<file path="src/hw/rtl/htd_pkg.sv">
// shared types and constants of the code tree decoder
package htd_pkg;

    // request commands
    localparam logic CMD_INSERT = 1'b0;
    localparam logic CMD_DECODE = 1'b1;

    // result kinds
    localparam logic [1:0] KIND_SYMBOL   = 2'd0;
    localparam logic [1:0] KIND_INSERTED = 2'd1;
    localparam logic [1:0] KIND_FULL     = 2'd2;

    // normalized code length, wide enough for length limits up to 127
    localparam int LEN_W = 7;

    // queue between front and back
    localparam int QUEUE_DEPTH = 2;
    localparam int QUEUE_PTR_W = $clog2(QUEUE_DEPTH);
    localparam int QUEUE_CNT_W = $clog2(QUEUE_DEPTH + 1);

    typedef struct packed {
        logic             command;
        logic [31:0]      code_bits;
        logic [LEN_W-1:0] code_len;
        logic [7:0]       symbol;
        logic             data_bit;
        logic             last_bit;
    } item_t;

    typedef struct packed {
        logic [1:0] kind;
        logic [7:0] sym;
        logic       msg_end;
    } res_t;

    typedef struct packed {
        logic has_room;
        logic has_item;
    } q_status_t;

endpackage

</file>
<file path="src/hw/rtl/htd_front.sv">
// front stage: takes requests and normalizes the code length
module htd_front
#(
    parameter int MAX_CODE_LEN = 32
)
(
    input  logic                clk,
    input  logic                rst_n,
    input  logic                in_valid,
    output logic                in_stall,
    input  logic                command,
    input  logic [31:0]         code_bits,
    input  logic [5:0]          code_length,
    input  logic [7:0]          symbol,
    input  logic                data_bit,
    input  logic                last_bit,
    input  htd_pkg::q_status_t  q_status,
    output logic                q_push,
    output htd_pkg::item_t      q_item
);

    localparam int LW = htd_pkg::LEN_W;
    localparam logic [LW-1:0] LEN_LIMIT = LW'(MAX_CODE_LEN);

    logic            valid_reg, valid_next;
    htd_pkg::item_t  item_reg;
    htd_pkg::item_t  item_next;
    logic [LW-1:0]   len_raw;
    logic            accept;

    assign in_stall = valid_reg && !q_status.has_room;
    assign accept   = in_valid && !in_stall;
    assign q_push   = valid_reg && q_status.has_room;
    assign q_item   = item_reg;
    assign len_raw  = LW'(code_length);

    always_comb
    begin
        item_next.command   = command;
        item_next.code_bits = code_bits;
        item_next.symbol    = symbol;
        item_next.data_bit  = data_bit;
        item_next.last_bit  = last_bit;
        // zero length counts as one, long codes are cut to the limit
        priority if (len_raw == '0)
        begin
            item_next.code_len = LW'(1);
        end
        else if (len_raw > LEN_LIMIT)
        begin
            item_next.code_len = LEN_LIMIT;
        end
        else
        begin
            item_next.code_len = len_raw;
        end

        valid_next = valid_reg;
        if (accept)
        begin
            valid_next = 1'b1;
        end
        else if (q_push)
        begin
            valid_next = 1'b0;
        end
    end

    always_ff @(posedge clk or negedge rst_n)
    begin
        if (!rst_n)
        begin
            valid_reg <= 1'b0;
        end
        else
        begin
            valid_reg <= valid_next;
        end
    end

    always_ff @(posedge clk)
    begin
        if (accept)
        begin
            item_reg <= item_next;
        end
    end

endmodule

</file>
<file path="config.mk">
export PLATFORM = sky130hd
export DESIGN_NAME = htd_front
export DESIGN_NICKNAME = d
export VERILOG_FILES = /design/src/hw/rtl/htd_pkg.sv /design/src/hw/rtl/htd_front.sv
export SDC_FILE = /design/constraint.sdc
export NUM_CORES = 1
export LEC_CHECK = 0
export BUFFER_PORTS_ARGS = -buffer_cell sky130_fd_sc_hd__buf_2
export CORE_ASPECT_RATIO = 2
export CORE_UTILIZATION = 36
export DETAILED_ROUTE_END_ITERATION = 10
export PLACE_DENSITY = 0.74
export SLEW_MARGIN = 5
export SYNTH_ARGS = -nofsm -noshare
export SYNTH_HDL_FRONTEND = slang
export SYNTH_SLANG_ARGS = --single-unit
</file>
<file path="constraint.sdc">
create_clock -name clk -period 2.2 [get_ports clk]
set_clock_uncertainty 0.2 [all_clocks]
set_input_delay 0.55 -clock clk [delete_from_list [all_inputs] [get_ports clk]]
set_output_delay 0.55 -clock clk [all_outputs]
set_load 0.05 [all_outputs]
</file>
==> run summary <==
Met3 Use GR -> 0.0427
Setup tns final -> 0 ps
Warnings from Yosys -> 0
Yosys reg bits -> 50
Initial Utilization -> 0.379
Final setup vio count -> 0
Synth-to-Final Area Change -> 46.0%
Worst-path clk slew -> 90 ps
DRC viols -> 0
Final Util -> 0.554
Worst Setup End Kind -> output port
Worst-Skew Late Latency -> 290 ps
# rows -> 33
Worst Hold Class -> in2reg
Syn_area_per_cell -> 24.3 µm²
Post-route insts no fill -> 229
Clock buffer depth -> 2
RSZ-0062 raised after global routing -> false
Pre-Repair DR Iteration Count -> 3
Number of vias per cell -> 4.21
Max reg flops -> 49
Critical path type -> in2out
Mapped Cells -> 65
Final ANT Viol Nets -> 0
Distinct cells, synth -> 11
Initial antenna violation count -> 0
Final instance area -> 0.00231 mm²
Via count -> 964
Tmin final -> 1880 ps
Die Wd -> 48.9 µm
Die Height -> 95.7 µm
Critical Path AT -> 1130 ps
Hpwl dp -> 2.34 mm
Sequential-to-total area share from yosys stat -> 0.946
Status -> finished, final reports clean
CTS Buf Count -> 5
Startpoint Class -> primary input
Root Driver -> clkbuf_8
Top Ports -> 106
Vias in the first global route -> 918
R2r setup slk -> 690 ps
Final wirelength -> 2.93 mm
Core Box Area -> 0.00417 mm²
Leak -> 1.00 nW
GRT met2 Usage -> 0.251
Ant diodes -> 0
Syn nets -> 119
Fmax -> 0.532 GHz
Total die area -> 0.00468 mm²
Largest net degree at the start of global routing -> 29
CTS tree -> done
Final Max Slew Viols -> 0
PortBufs -> 103
Tcrit/Tclk final -> 0.855
Placer Congestion -> 0.650
Maximum VDD drop -> 591 µV
Placed cells -> 220
Max cap viols -> 0
GRT Total Usage -> 0.131
Power Dens Cells -> 933 mW/mm²
GR peak layer -> met2
Iteration-0 DRC Markers -> 15
First-pass GRT wire length -> 4.40 mm
CTS sink cnt -> 50
Synthesized area -> 0.00158 mm²
Final #Nets -> 230
Placed instance area -> 0.00217 mm²
Fraction of layout cells with a size suffix above 1 -> 0.638
Aggregate global routing overflow -> 0
H-tree depth -> 2
Final Hold Viols -> 0
Met1 usage -> 0.124
Avg WL per Cell -> 12.8 µm
Worst-path fanout max -> 3
Critical Path RT -> 1450 ps
-- layer usage --
metal,up-vias,routed length (µm)
met3,6,206
met5,-,0
met4,0,53
li1,463,-
met2,60,1730
met1,435,940
-- final timing paths --
check | startpoint | endpoint | cells past startpoint
hold / removal | code_bits[31] | q_item[48] | 1
min in group asynchronous | rst_n | valid_reg | 2
setup / recovery | q_status[1] | in_stall | 4
max in group asynchronous | rst_n | valid_reg | 2
hold reg to reg | valid_reg | valid_reg | 2
setup reg to reg | valid_reg | q_item[47] | 3
-- worst max-delay path, cell delays in order --
cell      delay (ps)
buf_2            100
nand2b_1         160
inv_1             60
buf_2            250
-- cell usage after synthesis --
| cell | count | area share |
|---|---|---|
| and2_1 | 2 | 0.0079 |
| clkbuf_1 | 1 | 0.0024 |
| or4_1 | 1 | 0.0047 |
| nor2b_1 | 4 | 0.016 |
| dfrtp_1 | 1 | 0.016 |
| inv_1 | 2 | 0.0047 |
| buf_4 | 1 | 0.0047 |
| nand2b_1 | 2 | 0.0079 |
| a21oi_1 | 1 | 0.0032 |
| edfxtp_1 | 49 | 0.93 |
| conb_1 | 1 | 0.0024 |
-- logic make-up after synthesis --
logic type      share of synthesized area
compound gates                    0.00316
other cells                       0.00237
flops                               0.946
simple gates                       0.0364
buf+inv                            0.0119
-- layout make-up --
type / count / area [µm²]
fillers: 356 / 1860
flip-flops and latches: 50 / 1500
repair buffers: 106 / 541
clock buffers: 5 / 68.8
multi-input cells: 11 / 67.6
well taps: 52 / 65.1
clock inverters: 3 / 63.8
inverters: 2 / 7.51
-- cell usage in the layout, fill, tap and decap left out --
master and instances:
edfxtp_1 49, inv_1 2, nor2b_1 4, dfrtp_1 1
buf_4 2, or4_1 1, and2_2 1, bufinv_16 2
clkinv_1 1, dlygate4sd3_1 1, buf_2 103, a21oi_1 1
and2_1 1, nand2b_1 2, conb_1 1, clkbuf_8 5
-- timing repair --
action / in CTS / in global routing
resized for setup: 0 / 0
hold buffers: 1 / 0
setup endpoints to repair: 0 / 0
hold endpoints to repair: 1 / 0
buffers inserted: 0 / 0
-- stage by stage --
step / setup WS, ps / hold WS (ps) / total power, W
2_1_floorplan: 256 / 54.4 / 0.00136
3_3_place_gp: 342 / 126 / 0.00145
3_5_place_dp: 324 / 126 / 0.00146
4_1_cts: 321 / 217 / 0.00218
5_1_grt: 288 / 208 / 0.00224
6_report: 319 / 230 / 0.00215
-- report_power, final --
part / switching (W) / total (W) / internal [W]
registers: 0.0000108 / 0.00112 / 0.00111
clock network: 0.000271 / 0.000720 / 0.000449
logic: 0.000241 / 0.000315 / 0.0000744
Note: power is estimated with default switching activity, not from simulation.
