### config.mk
export PLATFORM = sky130hd
export DESIGN_NAME = htd_queue
export DESIGN_NICKNAME = d
export VERILOG_FILES = /design/src/hw/rtl/htd_pkg.sv /design/src/hw/rtl/htd_queue.sv
export SDC_FILE = /design/constraint.sdc
export NUM_CORES = 1
export LEC_CHECK = 0
export BUFFER_PORTS_ARGS = -buffer_cell sky130_fd_sc_hd__buf_2
export CAP_MARGIN = 25
export CORE_ASPECT_RATIO = 0.8
export CORE_MARGIN = 10
export CORE_UTILIZATION = 51
export DETAILED_ROUTE_END_ITERATION = 10
export GPL_ROUTABILITY_DRIVEN = 1
export PLACE_DENSITY = 0.89
export SLEW_MARGIN = 5
export SYNTH_ARGS = -nofsm -noshare
export SYNTH_HDL_FRONTEND = slang
export SYNTH_SLANG_ARGS = --single-unit
### constraint.sdc
create_clock -name clk -period 5.3 [get_ports clk]
set_clock_uncertainty 0.05 [all_clocks]
set_input_delay 0.53 -clock clk [delete_from_list [all_inputs] [get_ports clk]]
set_output_delay 0.53 -clock clk [all_outputs]
set_load 0.01 [all_outputs]
### src/hw/rtl/htd_pkg.sv
// shared types and constants of the code tree decoder
package htd_pkg;

    // request commands
    localparam logic CMD_INSERT = 1'b0;
    localparam logic CMD_DECODE = 1'b1;

    // result kinds
    localparam logic [1:0] KIND_SYMBOL   = 2'd0;
    localparam logic [1:0] KIND_INSERTED = 2'd1;
    localparam logic [1:0] KIND_FULL     = 2'd2;

    // normalized code length, wide enough for length limits up to 127
    localparam int LEN_W = 7;

    // queue between front and back
    localparam int QUEUE_DEPTH = 2;
    localparam int QUEUE_PTR_W = $clog2(QUEUE_DEPTH);
    localparam int QUEUE_CNT_W = $clog2(QUEUE_DEPTH + 1);

    typedef struct packed {
        logic             command;
        logic [31:0]      code_bits;
        logic [LEN_W-1:0] code_len;
        logic [7:0]       symbol;
        logic             data_bit;
        logic             last_bit;
    } item_t;

    typedef struct packed {
        logic [1:0] kind;
        logic [7:0] sym;
        logic       msg_end;
    } res_t;

    typedef struct packed {
        logic has_room;
        logic has_item;
    } q_status_t;

endpackage

### src/hw/rtl/htd_queue.sv
// short request queue between the front and the back
module htd_queue
(
    input  logic                clk,
    input  logic                rst_n,
    input  logic                push,
    input  htd_pkg::item_t      push_item,
    input  logic                pop,
    output htd_pkg::item_t      pop_item,
    output htd_pkg::q_status_t  status
);

    localparam int PW = htd_pkg::QUEUE_PTR_W;
    localparam int CW = htd_pkg::QUEUE_CNT_W;
    localparam logic [PW-1:0] LAST_PTR = PW'(htd_pkg::QUEUE_DEPTH - 1);
    localparam logic [CW-1:0] FULL_CNT = CW'(htd_pkg::QUEUE_DEPTH);

    htd_pkg::item_t slot_reg [htd_pkg::QUEUE_DEPTH];

    logic [PW-1:0] wr_ptr_reg, wr_ptr_next;
    logic [PW-1:0] rd_ptr_reg, rd_ptr_next;
    logic [CW-1:0] count_reg, count_next;
    logic          do_push;
    logic          do_pop;

    assign status.has_room = (count_reg != FULL_CNT);
    assign status.has_item = (count_reg != '0);
    assign do_push = push && status.has_room;
    assign do_pop  = pop && status.has_item;
    assign pop_item = slot_reg[rd_ptr_reg];

    always_comb
    begin
        wr_ptr_next = wr_ptr_reg;
        rd_ptr_next = rd_ptr_reg;
        count_next  = count_reg;
        if (do_push)
        begin
            wr_ptr_next = (wr_ptr_reg == LAST_PTR) ? '0 : wr_ptr_reg + PW'(1);
        end
        if (do_pop)
        begin
            rd_ptr_next = (rd_ptr_reg == LAST_PTR) ? '0 : rd_ptr_reg + PW'(1);
        end
        if (do_push && !do_pop)
        begin
            count_next = count_reg + CW'(1);
        end
        else if (do_pop && !do_push)
        begin
            count_next = count_reg - CW'(1);
        end
    end

    always_ff @(posedge clk or negedge rst_n)
    begin
        if (!rst_n)
        begin
            wr_ptr_reg <= '0;
            rd_ptr_reg <= '0;
            count_reg  <= '0;
        end
        else
        begin
            wr_ptr_reg <= wr_ptr_next;
            rd_ptr_reg <= rd_ptr_next;
            count_reg  <= count_next;
        end
    end

    always_ff @(posedge clk)
    begin
        if (do_push)
        begin
            slot_reg[wr_ptr_reg] <= push_item;
        end
    end

endmodule

==> impl_metrics.json <==
{
  "grt_max_degree": 52,
  "clk_pin_slew_ns": 0.09,
  "stdcell_count": 397,
  "setup_viol": 0,
  "hold_violations": 0,
  "largest_reg_flops": 100,
  "switching_share_pct": 29.48,
  "wl_per_cell_um": 18.10,
  "holdPathStages": 1,
  "path_buf_inv": 1,
  "syn_to_final_growth_pct": 19.38,
  "worstPathMaxFanout": 51,
  "drt_iter0_drc": 79,
  "worst-endpoint-arrival_ns": 1.98,
  "min_to": "slot_reg[1][29]",
  "synth_top_area_share_pct": 74.05,
  "relSlewSlack_pct": 38.07,
  "die_h_um": 99.76,
  "period_minus_slack_ns": 2.555,
  "finalNetCount": 342,
  "io_buffers": 105,
  "ctsResizeCount": 0,
  "synthDistinctLibCells": 15,
  "cp.required_ns": 4.72,
  "htree_levels": 3,
  "grt_pass1_wl_mm": 11.32,
  "rrSetupSlack_ns": 3.18,
  "design_area_um2": 4841,
  "place_area_um2": 4641,
  "drtAntennaViolNets": 0,
  "io_pins": 106,
  "first_global_vias": 2150,
  "reg2regPathDepth": 4,
  "viasPerCell": 4.804,
  "antenna_found_initial": 1,
  "switchingPower_uw": 756.3,
  "maxCapViolations": 0,
  "startpoint": "rd_ptr_reg",
  "holdBufCountCts": 1,
  "layout-drive-gt1-share_pct": 59.59,
  "final_util_pct": 63.97,
  "antenna_cells": 0,
  "syn_avg_cell_area_um2": 23.31,
  "p_leak_uw": 0.001950,
  "rsz0062_at_grt": "false",
  "crit_path_end_kind": "output port",
  "crit_chain": "mux2_2 -> buf_2",
  "vias": 1907,
  "grt_overflow": 0,
  "layout_worst_path_cycle_share_pct": 48.21,
  "start_util_pct": 53.59,
  "clock-sinks": 104,
  "dieArea_um2": 11940,
  "crit_type": "register to output port",
  "setup_tns_ns": 0,
  "clockBufferDepth": 2,
  "first_pass_iters": 4,
  "critical-path-top-delay-family": "flip-flops",
  "fmax_mhz": 391.3,
  "core_um2": 7567,
  "cts-root-buf": "clkbuf_8",
  "yosysWarnings": 0,
  "ir_drop_uv": 467.8,
  "worstMarginPinSlew_ns": 0.9289,
  "cts_tree": "built",
  "postSynthCellCount": 174,
  "synth_area_leader_cell": "edfxtp_1",
  "hold_path_startpoint": "push_item[29]",
  "clkPwrFrac_pct": 18.1,
  "r2r_end": "slot_reg[0][47]",
  "synth_area_um2": 4055,
  "p_int_uw": 1809,
  "routed_wl_mm": 7.184,
  "synth-seq-area-share_pct": 76.52,
  "powerDensity_nw_per_um2": 530.0,
  "drv_slew": 0,
  "slowest_stage": "dfrtp_4",
  "die_w_um": 119.7,
  "grt_usage_pct": 12.13,
  "synth_area_leaders": "edfxtp_1 (74%), mux2_4 (18%), buf_12 (2.5%)",
  "place_inst": 380,
  "syn_nets": 229,
  "p_total_uw": 2566,
  "status": "finished, final reports clean",
  "r2r_start": "count_reg[0]",
  "rows": 28,
  "cpPeakStageDelay_ns": 1.06,
  "p_seq_share_pct": 49.9,
  "post_cts.repair.setup_buffers": 0,
  "drc": 0,
  "hold_path.class": "input port to register",
  "worstSetupStartpointType": "register",
  "ys_ff_latch": 104,
  "comb_power_share_pct": 31.9,
  "cts_inserted_buffers": 9,
  "clkLatencyLatePin_ns": 0.35,
  "gp_congestion": 0.6819
}
-- cells by family after synthesis --
kind of cell | after synthesis | share of synthesized area (%)
buf+inv | 7 | 2.839
mux | 50 | 18.42
fa+ha+maj | 1 | 0.3085
flops | 104 | 76.52
xor+xnor | 5 | 1.080
simple gates | 7 | 0.8335
-- power groups by stage --
stage | Sequential [uW] | Clock [uW] | Combinational (uW)
after floorplan | 1190 | 0 | 714
after global placement | 1290 | 0 | 809
after detailed placement | 1310 | 0 | 833
after CTS | 1290 | 481 | 840
after global routing | 1310 | 519 | 884
final | 1280 | 465 | 820
-- per-layer routing --
layer	track usage, %	routed length, um	up-vias
met2	18.71	3347	89
met5	0	0	-
met1	14.40	3054	913
li1	-	-	900
met4	3.333	51	0
met3	6.723	731	5
-- metrics by stage --
step	hold WS, ns	worst slack (ns)
after global routing	0.2808	2.617
final	0.3084	2.745
after CTS	0.2832	2.694
after floorplan	0.1844	1.995
after detailed placement	0.2925	3.086
after global placement	0.2903	3.124
-- cell usage in the layout (no fill, tap or decap), types with 2 or more instances in the layout --
cell / instances
dfrtp_1: 3
xor2_1: 2
edfxtp_1: 100
nand2_1: 2
clkinvlp_4: 2
buf_2: 105
mux2_4: 49
clkbuf_1: 2
xnor2_1: 3
clkbuf_8: 9
-- worst max path at each step --
stage,end,slack [ns],cells past startpoint
global route,pop_item[29],2.62,2
floorplan,slot_reg[0][0],1.99,3
finish,pop_item[29],2.74,2
global placement,pop_item[29],3.12,2
CTS,pop_item[29],2.69,2
detailed placement,slot_reg[0][2],3.09,4
-- area by class of cell --
| cell class | instances | area, um2 |
|---|---|---|
| inverter | 1 | 3.754 |
| timing repair buffer | 108 | 563.0 |
| clock buffer | 11 | 131.4 |
| clock inverter | 5 | 58.81 |
| tap | 105 | 131.4 |
| fill | 533 | 2726 |
| multi-input combinational | 63 | 845.8 |
| sequential | 104 | 3107 |
-- cell usage after synthesis --
| library cell | count |
|---|---|
| and3_1 | 1 |
| buf_12 | 5 |
| buf_6 | 1 |
| dfrtp_1 | 4 |
| edfxtp_1 | 100 |
| ha_1 | 1 |
| inv_1 | 1 |
| mux2_2 | 1 |
| mux2_4 | 49 |
| nand2_1 | 2 |
| nand2b_1 | 1 |
| nor2_1 | 2 |
| or2_1 | 1 |
| xnor2_1 | 3 |
| xor2_1 | 2 |
Note: power is estimated with default switching activity, not from simulation.
